<file path="config.mk">
export PLATFORM = sky130hd
export DESIGN_NAME = line_ending_converter
export DESIGN_NICKNAME = d
export VERILOG_FILES = /design/src/hw/rtl/lec_pkg.sv /design/src/hw/rtl/line_ending_converter.sv /design/src/hw/rtl/lec_front.sv /design/src/hw/rtl/lec_queue.sv /design/src/hw/rtl/lec_back.sv
export SDC_FILE = /design/constraint.sdc
export NUM_CORES = 1
export LEC_CHECK = 0
export ABC_AREA = 1
export BUFFER_PORTS_ARGS = -buffer_cell sky130_fd_sc_hd__buf_4
export CORE_MARGIN = 5
export CORE_UTILIZATION = 45
export DETAILED_ROUTE_END_ITERATION = 8
export HOLD_SLACK_MARGIN = 0.03
export PLACE_DENSITY = 0.63
export SYNTH_ARGS = -nofsm -noshare
export SYNTH_HDL_FRONTEND = slang
export SYNTH_HIERARCHICAL = 1
export SYNTH_SLANG_ARGS = --single-unit
</file>
<file path="constraint.sdc">
create_clock -name clk -period 6.4 [get_ports clk]
set_input_delay 0.96 -clock clk [delete_from_list [all_inputs] [get_ports clk]]
set_output_delay 0.96 -clock clk [all_outputs]
set_load 0.01 [all_outputs]
</file>
<file path="src/hw/rtl/lec_pkg.sv">
// ----------------------------------------------------------------------------
// lec_pkg: shared types and constants of the line ending converter
// Terminator codes, register indexes, byte constants and the queue entry
// that carries one or two output bytes from the front to the back.
// ----------------------------------------------------------------------------
package lec_pkg;

  // terminator / mode codes
  localparam logic [1:0] TERM_CR   = 2'd0;
  localparam logic [1:0] TERM_LF   = 2'd1;
  localparam logic [1:0] TERM_CRLF = 2'd2;
  localparam logic [1:0] MODE_HOST = 2'd3;

  // configuration register indexes
  localparam logic [1:0] REG_FROM_MODE = 2'd0;
  localparam logic [1:0] REG_TO_MODE   = 2'd1;
  localparam logic [1:0] REG_HOST_TERM = 2'd2;

  localparam logic [7:0] BYTE_CR = 8'h0d;
  localparam logic [7:0] BYTE_LF = 8'h0a;

  // one queued run of output bytes (one or two)
  typedef struct packed {
    logic       two;
    logic [7:0] b0;
    logic [7:0] b1;
  } lec_entry_t;

  // map a mode to a concrete terminator; host code 3 reads as LF
  function automatic logic [1:0] resolve(input logic [1:0] mode,
                                         input logic [1:0] host);
    logic [1:0] t;
    t = (mode == MODE_HOST) ? host : mode;
    return (t == MODE_HOST) ? TERM_LF : t;
  endfunction

endpackage

</file>
<file path="src/hw/rtl/line_ending_converter.sv">
// ----------------------------------------------------------------------------
// line_ending_converter: rewrites line terminators of a text byte stream
// Input beats carry one byte (s_tdata) and an end-of-data mark (s_tlast).
// Each beat yields zero, one or two output bytes on the m_ side; m_tlast
// marks the final byte produced by one input beat. The cfg port writes the
// source mode (index 0), target mode (1) and host terminator (2); any
// register write drops a held CR. The user must make writes only while the
// block is idle; the block itself does not enforce this. Each beat's run
// is registered in the queue and its first byte is shown at the queue head
// once the runs before it are sent. The input side takes one beat per cycle
// while the queue has room; the output side sends one byte per cycle while
// m_tready is high, so sustained throughput is set by the output byte count.
// If m_tready stays low the queue fills (QUEUE_DEPTH runs) and s_tready
// drops; nothing is lost. Reset empties the queue, clears a held CR and
// sets both modes to host with the host terminator LF.
// ----------------------------------------------------------------------------
module line_ending_converter import lec_pkg::*; #(
  parameter int QUEUE_DEPTH = 2
) (
  input  logic       clk,
  input  logic       rst,
  input  logic       cfg_we,
  input  logic [1:0] cfg_index,
  input  logic [1:0] cfg_data,
  input  logic       s_tvalid,
  output logic       s_tready,
  input  logic [7:0] s_tdata,    // [7:0] in_byte
  input  logic       s_tlast,    // end_of_data
  output logic       m_tvalid,
  input  logic       m_tready,
  output logic [7:0] m_tdata,    // [7:0] out_byte
  output logic       m_tlast     // last_in_run
);

  logic       q_full;
  logic       q_push;
  lec_entry_t q_entry;
  logic       q_pop;
  logic       q_valid;
  lec_entry_t q_head;

  lec_front u_front (
    .clk         (clk),
    .rst         (rst),
    .cfg_we      (cfg_we),
    .cfg_index   (cfg_index),
    .cfg_data    (cfg_data),
    .in_valid    (s_tvalid),
    .in_byte     (s_tdata),
    .end_of_data (s_tlast),
    .in_ready    (s_tready),
    .q_full      (q_full),
    .q_push      (q_push),
    .q_entry     (q_entry)
  );

  lec_queue #(
    .DEPTH (QUEUE_DEPTH)
  ) u_queue (
    .clk        (clk),
    .rst        (rst),
    .push       (q_push),
    .push_entry (q_entry),
    .full       (q_full),
    .pop        (q_pop),
    .not_empty  (q_valid),
    .head       (q_head)
  );

  lec_back u_back (
    .clk         (clk),
    .rst         (rst),
    .q_valid     (q_valid),
    .q_head      (q_head),
    .q_pop       (q_pop),
    .out_valid   (m_tvalid),
    .out_ready   (m_tready),
    .out_byte    (m_tdata),
    .last_in_run (m_tlast)
  );

endmodule

</file>
<file path="src/hw/rtl/lec_front.sv">
// ----------------------------------------------------------------------------
// lec_front: input side of the line ending converter
// Holds the configuration and the held-CR flag, classifies each input beat
// and turns it into a queue entry of one or two output bytes, or into none.
// ----------------------------------------------------------------------------
module lec_front import lec_pkg::*; (
  input  logic       clk,
  input  logic       rst,
  input  logic       cfg_we,
  input  logic [1:0] cfg_index,
  input  logic [1:0] cfg_data,
  input  logic       in_valid,
  input  logic [7:0] in_byte,
  input  logic       end_of_data,
  output logic       in_ready,
  input  logic       q_full,
  output logic       q_push,
  output lec_entry_t q_entry
);

  logic [1:0] from_mode;
  logic [1:0] to_mode;
  logic [1:0] host_term;
  logic       pending_cr;
  logic       pending_cr_next;

  logic       accept;
  logic       passthru;
  logic [1:0] src;
  logic [1:0] dst;
  logic [1:0] n_main;
  logic [7:0] m0;
  logic [7:0] m1;
  logic       pend_main;

  assign in_ready = !q_full;
  assign accept   = in_valid && in_ready;
  assign passthru = (from_mode == MODE_HOST) && (to_mode == MODE_HOST);
  assign src      = resolve(from_mode, host_term);
  assign dst      = resolve(to_mode, host_term);

  // main conversion of the beat, before the end-of-data flush
  always_comb begin
    n_main    = 2'd0;
    m0        = in_byte;
    m1        = in_byte;
    pend_main = pending_cr;
    if (passthru) begin
      pend_main = 1'b0;
      n_main    = 2'd1;
    end else if (src == TERM_CRLF) begin
      if (pending_cr) begin
        if (in_byte == BYTE_LF) begin
          pend_main = 1'b0;
          unique case (dst)
            TERM_CR:   begin n_main = 2'd1; m0 = BYTE_CR; end
            TERM_LF:   begin n_main = 2'd1; m0 = BYTE_LF; end
            default:   begin n_main = 2'd2; m0 = BYTE_CR; m1 = BYTE_LF; end
          endcase
        end else begin
          m0 = BYTE_CR;
          if (in_byte == BYTE_CR) begin
            pend_main = 1'b1;
            n_main    = 2'd1;
          end else begin
            pend_main = 1'b0;
            n_main    = 2'd2;
            m1        = in_byte;
          end
        end
      end else if (in_byte == BYTE_CR) begin
        pend_main = 1'b1;
      end else begin
        n_main = 2'd1;
      end
    end else begin
      pend_main = 1'b0;
      if ((src == TERM_CR && in_byte == BYTE_CR) ||
          (src == TERM_LF && in_byte == BYTE_LF)) begin
        unique case (dst)
          TERM_CR:   begin n_main = 2'd1; m0 = BYTE_CR; end
          TERM_LF:   begin n_main = 2'd1; m0 = BYTE_LF; end
          default:   begin n_main = 2'd2; m0 = BYTE_CR; m1 = BYTE_LF; end
        endcase
      end else begin
        n_main = 2'd1;
      end
    end
  end

  // end-of-data flush of a held CR, then build the queue entry
  always_comb begin
    q_entry.b0      = m0;
    q_entry.b1      = m1;
    q_entry.two     = (n_main == 2'd2);
    q_push          = accept && (n_main != 2'd0);
    pending_cr_next = pend_main;
    if (end_of_data) begin
      pending_cr_next = 1'b0;
      if (pend_main) begin
        // a held CR means at most one byte came before it
        q_push = accept;
        if (n_main == 2'd0) begin
          q_entry.b0 = BYTE_CR;
        end else begin
          q_entry.b1  = BYTE_CR;
          q_entry.two = 1'b1;
        end
      end
    end
  end

  // configuration registers and held-CR flag
  always_ff @(posedge clk) begin
    if (rst) begin
      from_mode  <= MODE_HOST;
      to_mode    <= MODE_HOST;
      host_term  <= TERM_LF;
      pending_cr <= 1'b0;
    end else if (cfg_we) begin
      unique case (cfg_index)
        REG_FROM_MODE: begin from_mode <= cfg_data; pending_cr <= 1'b0; end
        REG_TO_MODE:   begin to_mode   <= cfg_data; pending_cr <= 1'b0; end
        REG_HOST_TERM: begin host_term <= cfg_data; pending_cr <= 1'b0; end
        default:       ;
      endcase
    end else if (accept) begin
      pending_cr <= pending_cr_next;
    end
  end

endmodule

</file>
<file path="src/hw/rtl/lec_queue.sv">
// ----------------------------------------------------------------------------
// lec_queue: entry queue between front and back
// Small register FIFO of output runs; head entry is read straight from the storage registers.
// ----------------------------------------------------------------------------
module lec_queue import lec_pkg::*; #(
  parameter int DEPTH = 2
) (
  input  logic       clk,
  input  logic       rst,
  input  logic       push,
  input  lec_entry_t push_entry,
  output logic       full,
  input  logic       pop,
  output logic       not_empty,
  output lec_entry_t head
);

  localparam int PW = (DEPTH > 1) ? $clog2(DEPTH) : 1;
  localparam int CW = $clog2(DEPTH + 1);
  localparam logic [PW-1:0] LAST_PTR = PW'(DEPTH - 1);
  localparam logic [CW-1:0] FULL_CNT = CW'(DEPTH);

  lec_entry_t    mem [DEPTH];
  logic [PW-1:0] wr_ptr;
  logic [PW-1:0] rd_ptr;
  logic [CW-1:0] count;
  logic          do_push;
  logic          do_pop;

  assign full      = (count == FULL_CNT);
  assign not_empty = (count != '0);
  assign do_push   = push && !full;
  assign do_pop    = pop && not_empty;
  assign head      = mem[rd_ptr];

  // storage
  always_ff @(posedge clk) begin
    if (do_push) begin
      mem[wr_ptr] <= push_entry;
    end
  end

  // pointers and fill count
  always_ff @(posedge clk) begin
    if (rst) begin
      wr_ptr <= '0;
      rd_ptr <= '0;
      count  <= '0;
    end else begin
      if (do_push) begin
        wr_ptr <= (wr_ptr == LAST_PTR) ? '0 : wr_ptr + 1'b1;
      end
      if (do_pop) begin
        rd_ptr <= (rd_ptr == LAST_PTR) ? '0 : rd_ptr + 1'b1;
      end
      if (do_push && !do_pop) begin
        count <= count + 1'b1;
      end else if (do_pop && !do_push) begin
        count <= count - 1'b1;
      end
    end
  end

endmodule

</file>
<file path="src/hw/rtl/lec_back.sv">
// ----------------------------------------------------------------------------
// lec_back: output side of the line ending converter
// Walks the bytes of the head entry, one beat per byte, and marks the
// final byte of each run.
// ----------------------------------------------------------------------------
module lec_back import lec_pkg::*; (
  input  logic       clk,
  input  logic       rst,
  input  logic       q_valid,
  input  lec_entry_t q_head,
  output logic       q_pop,
  output logic       out_valid,
  input  logic       out_ready,
  output logic [7:0] out_byte,
  output logic       last_in_run
);

  logic second;   // showing the second byte of the head entry
  logic beat;

  assign out_valid   = q_valid;
  assign out_byte    = second ? q_head.b1 : q_head.b0;
  assign last_in_run = second || !q_head.two;
  assign beat        = out_valid && out_ready;
  assign q_pop       = beat && last_in_run;

  // byte position within the run
  always_ff @(posedge clk) begin
    if (rst) begin
      second <= 1'b0;
    end else if (beat) begin
      second <= !last_in_run;
    end
  end

endmodule
</file>
# Word level (Yosys, flattened, before mapping)
# Memories as Yosys holds them, arrays and structs flattened. A register that Yosys moved wholly into a read port is not among the register bits.
# Cells that the tools add are included.
# word_totals
ramBits	34
mem_count	1
inputBits	18
ff_bits	12
wordCells	108
output_inout_bits	11
# memory_table
memory	words	word_bits	read_ports	rd_clocked_by_memory_dff	wr	line	source
u_queue.mem	2	17	1	1	1	lec_queue.sv:23	lec_entry_t mem [DEPTH];
# op_classes
n_eq_ne	14
n_mux	49
n_reduce_logical	32
addsub	4
# ops
operator	n
8-bit two-way mux	13
17-bit two-way mux	2
2-bit two-way mux	13
1-bit two-way mux	19
2-bit == test, second input constant	8
8-bit by 4-bit == test with 1-bit output, second input constant	2
1-bit logical AND	11
2-bit zero test	4
2-bit AND reduction	4
2-bit nonzero test	4
2-bit by 1-bit == test with 1-bit output, second input constant	3
3-bit two-way mux	2
1-bit zero test	5
3-bit OR reduction	1
1-bit adder, second input constant	2
2-bit by 1-bit adder with 2-bit output, second input constant	1
1-bit logical OR	2
2-bit != test, second input constant	1
2-bit OR reduction	1
2-bit by 1-bit subtractor with 2-bit output, second input constant	1

# Depth between registers and ports, before layout
# Gate-level depths: netlist of run 1.
# logic_depth
depth_word	20
depth_mapped	21
mapped_depth_nobuf	21

# Hierarchy
# Netlist of run 1, hierarchy kept.
# modules_own_cells
module	cells_per_inst	area_per_inst_um2	instances	seq_area_each_um2
lec_queue	90	1525.2	1	1121.1
lec_front	137	754.5	1	140.1
lec_back	36	173.9	1	20.0

# Worst setup path after synthesis of run 1
# No wires, ideal clock.
# synth_path
path_kind	input-to-reg
start	input port s_tdata[0]
end	memory u_queue/mem[1][0] (netlist bit), enable pin
required_time_ps	6009
slack_ps	3501
arrival_ps	2508
setup_ps	391
n_path_buf	0
path_stages	12
path_cell_list	inv_1 nor2_1 nand2_1 nor2_1 inv_1 nor2_4 nand2_1 nand3_1 nand2_1 inv_1 o21ai_2 nor2_1
# synth_via
elab_chain_len	13
word_cells_on_any_way	24
classes_between	2 x eq/ne; 16 x mux; 6 x reduce/logical
# synth_lines
item	line	source
from (decl)	line_ending_converter.sv:27	input logic [7:0] s_tdata,
8-bit by 4-bit == test with 1-bit output, on equally long branches	n/a	
2-bit two-way mux (tied with other cells)	lec_front.sv:62	if (in_byte == BYTE_CR) begin
2-bit two-way mux / 1-bit logical OR (equally long branches)	lec_front.sv:53, lec_front.sv:78	
2-bit two-way mux, on equally long branches	lec_front.sv:52, lec_front.sv:78	
2-bit two-way mux	lec_front.sv:51	end else if (src == TERM_CRLF) begin
2-bit two-way mux	lec_front.sv:48	if (passthru) begin
2-bit nonzero test	lec_front.sv:96	q_push = accept && (n_main != 2'd0);
1-bit logical AND	lec_front.sv:96	
1-bit two-way mux	lec_front.sv:100	if (pend_main) begin
1-bit two-way mux (*)	lec_front.sv:98	if (end_of_data) begin
net q_push	line_ending_converter.sv:36	logic q_push;
1-bit logical AND (*)	lec_queue.sv:32	assign do_push = push && !full;
1-bit two-way mux (*)	lec_queue.sv:38	if (do_push) begin
1-bit two-way mux (implied by the code) (*)	lec_queue.sv:39	mem[wr_ptr] <= push_entry;
to (decl)	lec_queue.sv:23	
# Mark *: on every way through the listed nets, which the timed path passes. The rest lies on a longest branch.

==> results.py, run 1 <==
metrics = {
    "power": {
        "p_per_area_mw_per_mm2": 316,
        "vdd.ir_drop.worst_uv": 115,
        "power_leakage_nw": 1.30,
        "p_total_mw": 0.881,
    },
    "critical_path": {
        "critPathArrivalTime_ns": 1.97,
        "ff2ff_setup_slack_ns": 3.89,
        "path_class": "reg -> out",
        "r2r_end": "u_queue/count[1]$_SDFFE_PP0P_",
        "path_max_fanout": 17,
        "cp.required_ns": 5.44,
        "r2r_cells": 9,
        "crit_path_end_kind": "output port",
        "crit_path_start_kind": "register",
    },
    "logic_synthesis": {
        "netlist_area_mm2": 0.00245,
        "yosys-top-cells-area": "edfxtp_1, nand2_1, dfxtp_1",
        "synth_cell_types": 28,
        "synth_flop_cell": "edfxtp_1",
        "syn_inst": 263,
        "yosysTopAreaCell": "edfxtp_1",
        "ys_async_sr_fraction_pct": 0,
        "ys_seq_area_share_pct": 52.2,
        "netlist.area_leader.share_pct": 41.6,
        "synthesis.nets": 282,
        "synth-edff-count": 34,
        "synth_seq_cells": 47,
        "yosysWarningCount": 6,
        "syn_avg_cell_area_um2": 9.33,
    },
    "final_layout": {
        "layout_commonest_cell": "nand2_1",
        "drive_above_1_share_pct": 24.4,
        "finalInstanceArea_mm2": 0.00279,
        "syn_to_final_growth_pct": 13.5,
        "final_cell_mix": "nand2_1, inv_1, edfxtp_1",
        "multiInputGateArea_um2": 940,
        "finalNetCount": 309,
        "fillers": 497,
        "diodes": 0,
        "regArea_mm2": 0.00128,
    },
    "die": {
        "fp.dieW_um": 83.8,
        "die_y_um": 83.8,
        "initial_utilization_pct": 47.1,
        "core_mm2": 0.00520,
        "dieArea_mm2": 0.00703,
        "fp-row-count": 26,
        "boundaryPins": 29,
    },
    "place": {
        "portBuffers": 28,
        "dpl-instance-area_mm2": 0.00269,
        "hpwl_um": 3180,
        "gp_congestion": 0.820,
    },
    "timing": {
        "fin_crit_sh_pct": 45.7,
        "worstMarginPinSlew_ns": 0.997,
        "max_freq_mhz": 342,
        "clock_skew_ns": 0.00219,
        "final_max_slew_viol_count": 0,
        "fin_crit_ns": 2.93,
        "hold_viol": 0,
        "setup_violations": 0,
        "slew_headroom_pct": 33.5,
        "rsz0062_at_grt": "false",
        "final.setup.tns_ns": 0,
    },
    "clock_tree": {
        "clk_path_buf_depth": 2,
        "cts_tree": "built",
        "cts.sinks": 47,
        "cts_buffers": 5,
        "post_cts_buffers": 0,
        "clk_pin_slew_ns": 0.08,
        "cts_root_buf": "clkbuf_8",
        "insertion_delay_ns": 0.29,
        "h-tree-depth": 2,
        "postCtsResizedCells": 0,
        "cts_hold_buf": 0,
    },
    "min_path": {
        "hp-start": "u_queue/rd_ptr$_SDFFE_PP0P_",
        "min_path_type": "reg -> reg",
        "whs_path_depth": 2,
    },
    "global_routing": {
        "grt_usage_pct": 13.6,
        "grt_start_max_net_pins": 18,
        "grt_pass1_wl_um": 7780,
        "grt_pass1_vias": 1735,
        "grt_antenna_before_repair": 0,
        "grt-ovfl-total": 0,
    },
    "drt": {
        "wire_per_inst_um": 11.9,
        "drc": 0,
        "drt-pass1-iter-count": 4,
        "wirelength_um": 4290,
        "drt-initial-drc-count": 63,
        "ant_nets": 0,
        "vias": 1709,
        "viasPerCell": 4.73,
    },
    "flow_run": {
        "maxCapViolations": 0,
    },
    "run_status": {
        "outcome": "finished, final reports clean",
    },
}
flip-flops by register name (all words and copies together), names as in the netlist, named ones only:
| signal | cells |
|---|---|
| u_queue/rd_ptr | 1 |
| u_front/host_term | 2 |
| u_queue/count | 2 |
| u_front/from_mode | 2 |
| u_front/pending_cr | 1 |
| u_front/to_mode | 2 |
| u_queue/wr_ptr | 1 |
| u_back/second | 1 |
| u_queue/mem | 34 |
stage by stage:
stage	utilization [%]	hold slack [ns]	std cells	setup WS, ns
after global routing	53.5	0.544	361	3.32
after detailed placement	51.6	0.481	353	3.54
after CTS	53.5	0.502	361	3.41
after floorplan	-	0.465	263	3.50
final	53.5	0.496	361	3.47
after global placement	51.6	0.481	353	3.61
routing by layer:
metal,track usage (%),up-vias,share of wire (%)
li1,-,892,-
met1,16.7,784,46
met2,23.5,29,49
met3,3.16,4,3.7
met4,4.39,0,1.2
met5,0,-,0
logic make-up (layout without fill, tap and decap cells):
family	count (synthesis)	count (layout)	synth area share (%)
multiplexers	17	17	9.33
flip-flops	47	47	52.2
AND/OR/NAND/NOR	124	124	22.6
adder cells (fa/ha/maj)	1	1	0.510
AO/OA/AOI/OAI	24	24	5.81
buffers and inverters	50	78	9.49
how the worst max path moves through the flow:
stage               cells past startpoint       start                             to  slack [ns]
floorplan                              12  s_tdata[0]    u_queue/mem[1][0]$_DFFE_PP_        3.50
global placement                       19  s_tdata[0]  u_queue/count[1]$_SDFFE_PP0P_        3.61
detailed placement                     19  s_tdata[0]  u_queue/count[1]$_SDFFE_PP0P_        3.54
CTS                                     4    register                     m_tdata[1]        3.41
global route                            4    register                     m_tdata[1]        3.32
finish                                  4    register                     m_tdata[1]        3.47
critical path, stage by stage (launching register included):
cell and delay [ns]:
dfxtp_1 0.98, mux2_2 0.43, nand2_1 0.07, nand2_1 0.05, buf_4 0.13
final cells by class:
class / count / share of cell area [%]
tap: 70 / 3.14
clock inverter: 2 / 0.584
clock buffer: 6 / 2.96
multi-input combinational: 166 / 33.7
sequential: 47 / 46.0
timing repair buffer: 30 / 8.09
inverter: 40 / 5.48
power breakdown:
| part | internal, mW | leakage (nW) | total [mW] | switching [mW] |
|---|---|---|---|---|
| clock | 0.0881 | 0.0474 | 0.186 | 0.0976 |
| sequential | 0.389 | 0.423 | 0.421 | 0.0319 |
| combinational | 0.130 | 0.827 | 0.275 | 0.145 |
synth_stat cells, types with 4 or more instances:
master,count
a21oi_1,9
clkbuf_1,5
dfxtp_1,13
edfxtp_1,34
inv_1,38
mux2_2,7
mux2_4,10
nand2_1,72
nand2_2,4
nand2_4,4
nand3_1,7
nor2_1,27
o211ai_1,5
o21ai_0,8
(Power assumes the default switching activity.)
==> run 2, diff against run 1 <==
Clock period 6.4 ns to 3 ns, I/O delays scaled along.
==> results.py, run 2 (synthesized netlist as in run 1, its figures left out) <==
metrics = {
    "clock_tree": {
        "clk_path_buf_depth": 2,
        "insertion_delay_ns": 0.30,
        "cts_root_buf": "clkbuf_8",
        "postCtsResizedCells": 0,
        "cts_buffers": 5,
        "post_cts_buffers": 0,
        "cts_hold_buf": 0,
        "cts.sinks": 47,
        "cts_tree": "built",
        "clk_pin_slew_ns": 0.09,
        "h-tree-depth": 2,
    },
    "die": {
        "fp.dieW_um": 83.8,
        "fp-row-count": 26,
        "die_y_um": 83.8,
        "core_mm2": 0.00520,
        "boundaryPins": 29,
        "initial_utilization_pct": 47.1,
        "dieArea_mm2": 0.00703,
    },
    "place": {
        "dp_slack_ns": 0.634,
        "portBuffers": 28,
        "gp_congestion": 0.824,
        "hpwl_um": 3210,
        "dpl-instance-area_mm2": 0.00269,
        "post-place-cells": 354,
    },
    "timing": {
        "slew_headroom_pct": 71.4,
        "whs_ns": 0.337,
        "hold_viol": 0,
        "clock_skew_ns": 0.00798,
        "worstMarginPinSlew_ns": 0.424,
        "setup_violations": 0,
        "rsz0062_at_grt": "false",
        "max_freq_mhz": 470,
        "final_max_slew_viol_count": 0,
        "setup_ws_ns": 0.871,
        "fin_crit_sh_pct": 71.0,
        "final.setup.tns_ns": 0,
        "fin_crit_ns": 2.13,
    },
    "power": {
        "switchingPower_mw": 0.585,
        "p_clk_share_pct": 23.5,
        "power_frac_comb_pct": 31.3,
        "vdd.ir_drop.worst_uv": 292,
        "internal_power_mw": 1.36,
        "p_per_area_mw_per_mm2": 692,
        "p_seq_share_pct": 45.2,
        "p_total_mw": 1.94,
        "power_leakage_nw": 1.31,
        "switching_share_pct": 30.1,
    },
    "run_status": {
        "outcome": "finished, final reports clean",
    },
    "drt": {
        "ant_nets": 0,
        "drt-initial-drc-count": 55,
        "wirelength_um": 4300,
        "wire_per_inst_um": 11.9,
        "vias": 1708,
        "drc": 0,
        "drt-pass1-iter-count": 4,
        "viasPerCell": 4.72,
    },
    "final_layout": {
        "final_util_pct": 53.9,
        "finalInstanceArea_mm2": 0.00281,
        "final_cell_count_no_fill": 362,
        "finalNetCount": 310,
        "regMostFlops": "u_queue/mem",
        "layout_commonest_cell": "nand2_1",
        "drive_above_1_share_pct": 24.7,
        "largest_reg_flops": 34,
        "syn_to_final_growth_pct": 14.4,
        "diodes": 0,
        "final_cell_mix": "nand2_1, inv_1, edfxtp_1",
    },
    "critical_path": {
        "critPathArrivalTime_ns": 2.37,
        "path_cells": "a21boi_2 > nand3_1 > nand2_4 > nand2_4 > nand2_1 > nand3_1 > nand2_1 > inv_1 > o21ai_2 > inv_1 > ha_1 > inv_1 > nand3_1 > nand2_1 > inv_1 > nor2_1",
        "crit_path_start_kind": "register",
        "path_class": "reg -> reg",
        "crit_path_end_kind": "register",
        "cp_top_family": "simple AND/OR/NAND/NOR gates",
        "path_max_fanout": 6,
        "cp_slowest_cell": "dfxtp_1",
        "critPathBufInv": 4,
        "cp_common_cell": "inv_1",
        "cp.required_ns": 3.24,
        "max_stage_delay_ns": 0.44,
    },
    "global_routing": {
        "grt_start_max_net_pins": 18,
        "grt_pass1_vias": 1645,
        "grt-ovfl-total": 0,
        "grt_antenna_before_repair": 0,
        "grt_pass1_wl_um": 7260,
        "grt_usage_pct": 13.0,
    },
    "min_path": {
        "min_path_type": "in -> reg",
    },
    "flow_run": {
        "maxCapViolations": 0,
    },
}
## run 2: cell types whose count changed in the layout (fill, tap and decap cells not counted)
cell        delta
buf_4          +1
clkinv_2       +1
clkinvlp_4     -1
clkbuf_8       -1
bufinv_16      +1
## run 2: power by group through the flow
stage | sequential [mW] | clock (mW) | combinational [mW]
3_5_place_dp | 0.895 | 0 | 0.618
6_report | 0.878 | 0.457 | 0.608
4_1_cts | 0.880 | 0.474 | 0.620
5_1_grt | 0.890 | 0.502 | 0.679
3_3_place_gp | 0.892 | 0 | 0.613
2_1_floorplan | 0.875 | 0 | 0.450
## run 2: metal layers
| metal | vias to the layer above | wire length, um | share of wire, % | track usage [%] |
|---|---|---|---|---|
| li1 | 899 | - | - | - |
| met1 | 772 | 1980 | 46 | 15.1 |
| met2 | 30 | 2100 | 49 | 22.8 |
| met3 | 7 | 147 | 3.4 | 3.55 |
| met4 | 0 | 76 | 1.8 | 4.68 |
| met5 | - | 0 | 0 | 0 |
## run 2: final timing paths
| path | start | endpoint | depth (start not counted) | slack, ns |
|---|---|---|---|---|
| setup / recovery | u_front/from_mode[0]$_SDFFE_PP1P_ | u_queue/count[1]$_SDFFE_PP0P_ | 16 | 0.87 |
| hold / removal | rst | u_front/pending_cr$_SDFFE_PP0P_ | 2 | 0.34 |
| setup reg to reg | u_front/from_mode[0]$_SDFFE_PP1P_ | u_queue/count[1]$_SDFFE_PP0P_ | 16 | 0.87 |
| hold reg to reg | u_queue/rd_ptr$_SDFFE_PP0P_ | u_queue/rd_ptr$_SDFFE_PP0P_ | 2 | 0.51 |
## run 2: final cells by class
class                           count  area [um2]
Tap cell                           70        87.6
Clock inverter                      3        43.8
Multi-Input combinational cell    166         940
Clock buffer                        5        68.8
Inverter                           40         153
Fill cell                         483        2400
Timing Repair Buffer               31         233
Sequential cell                    47        1280
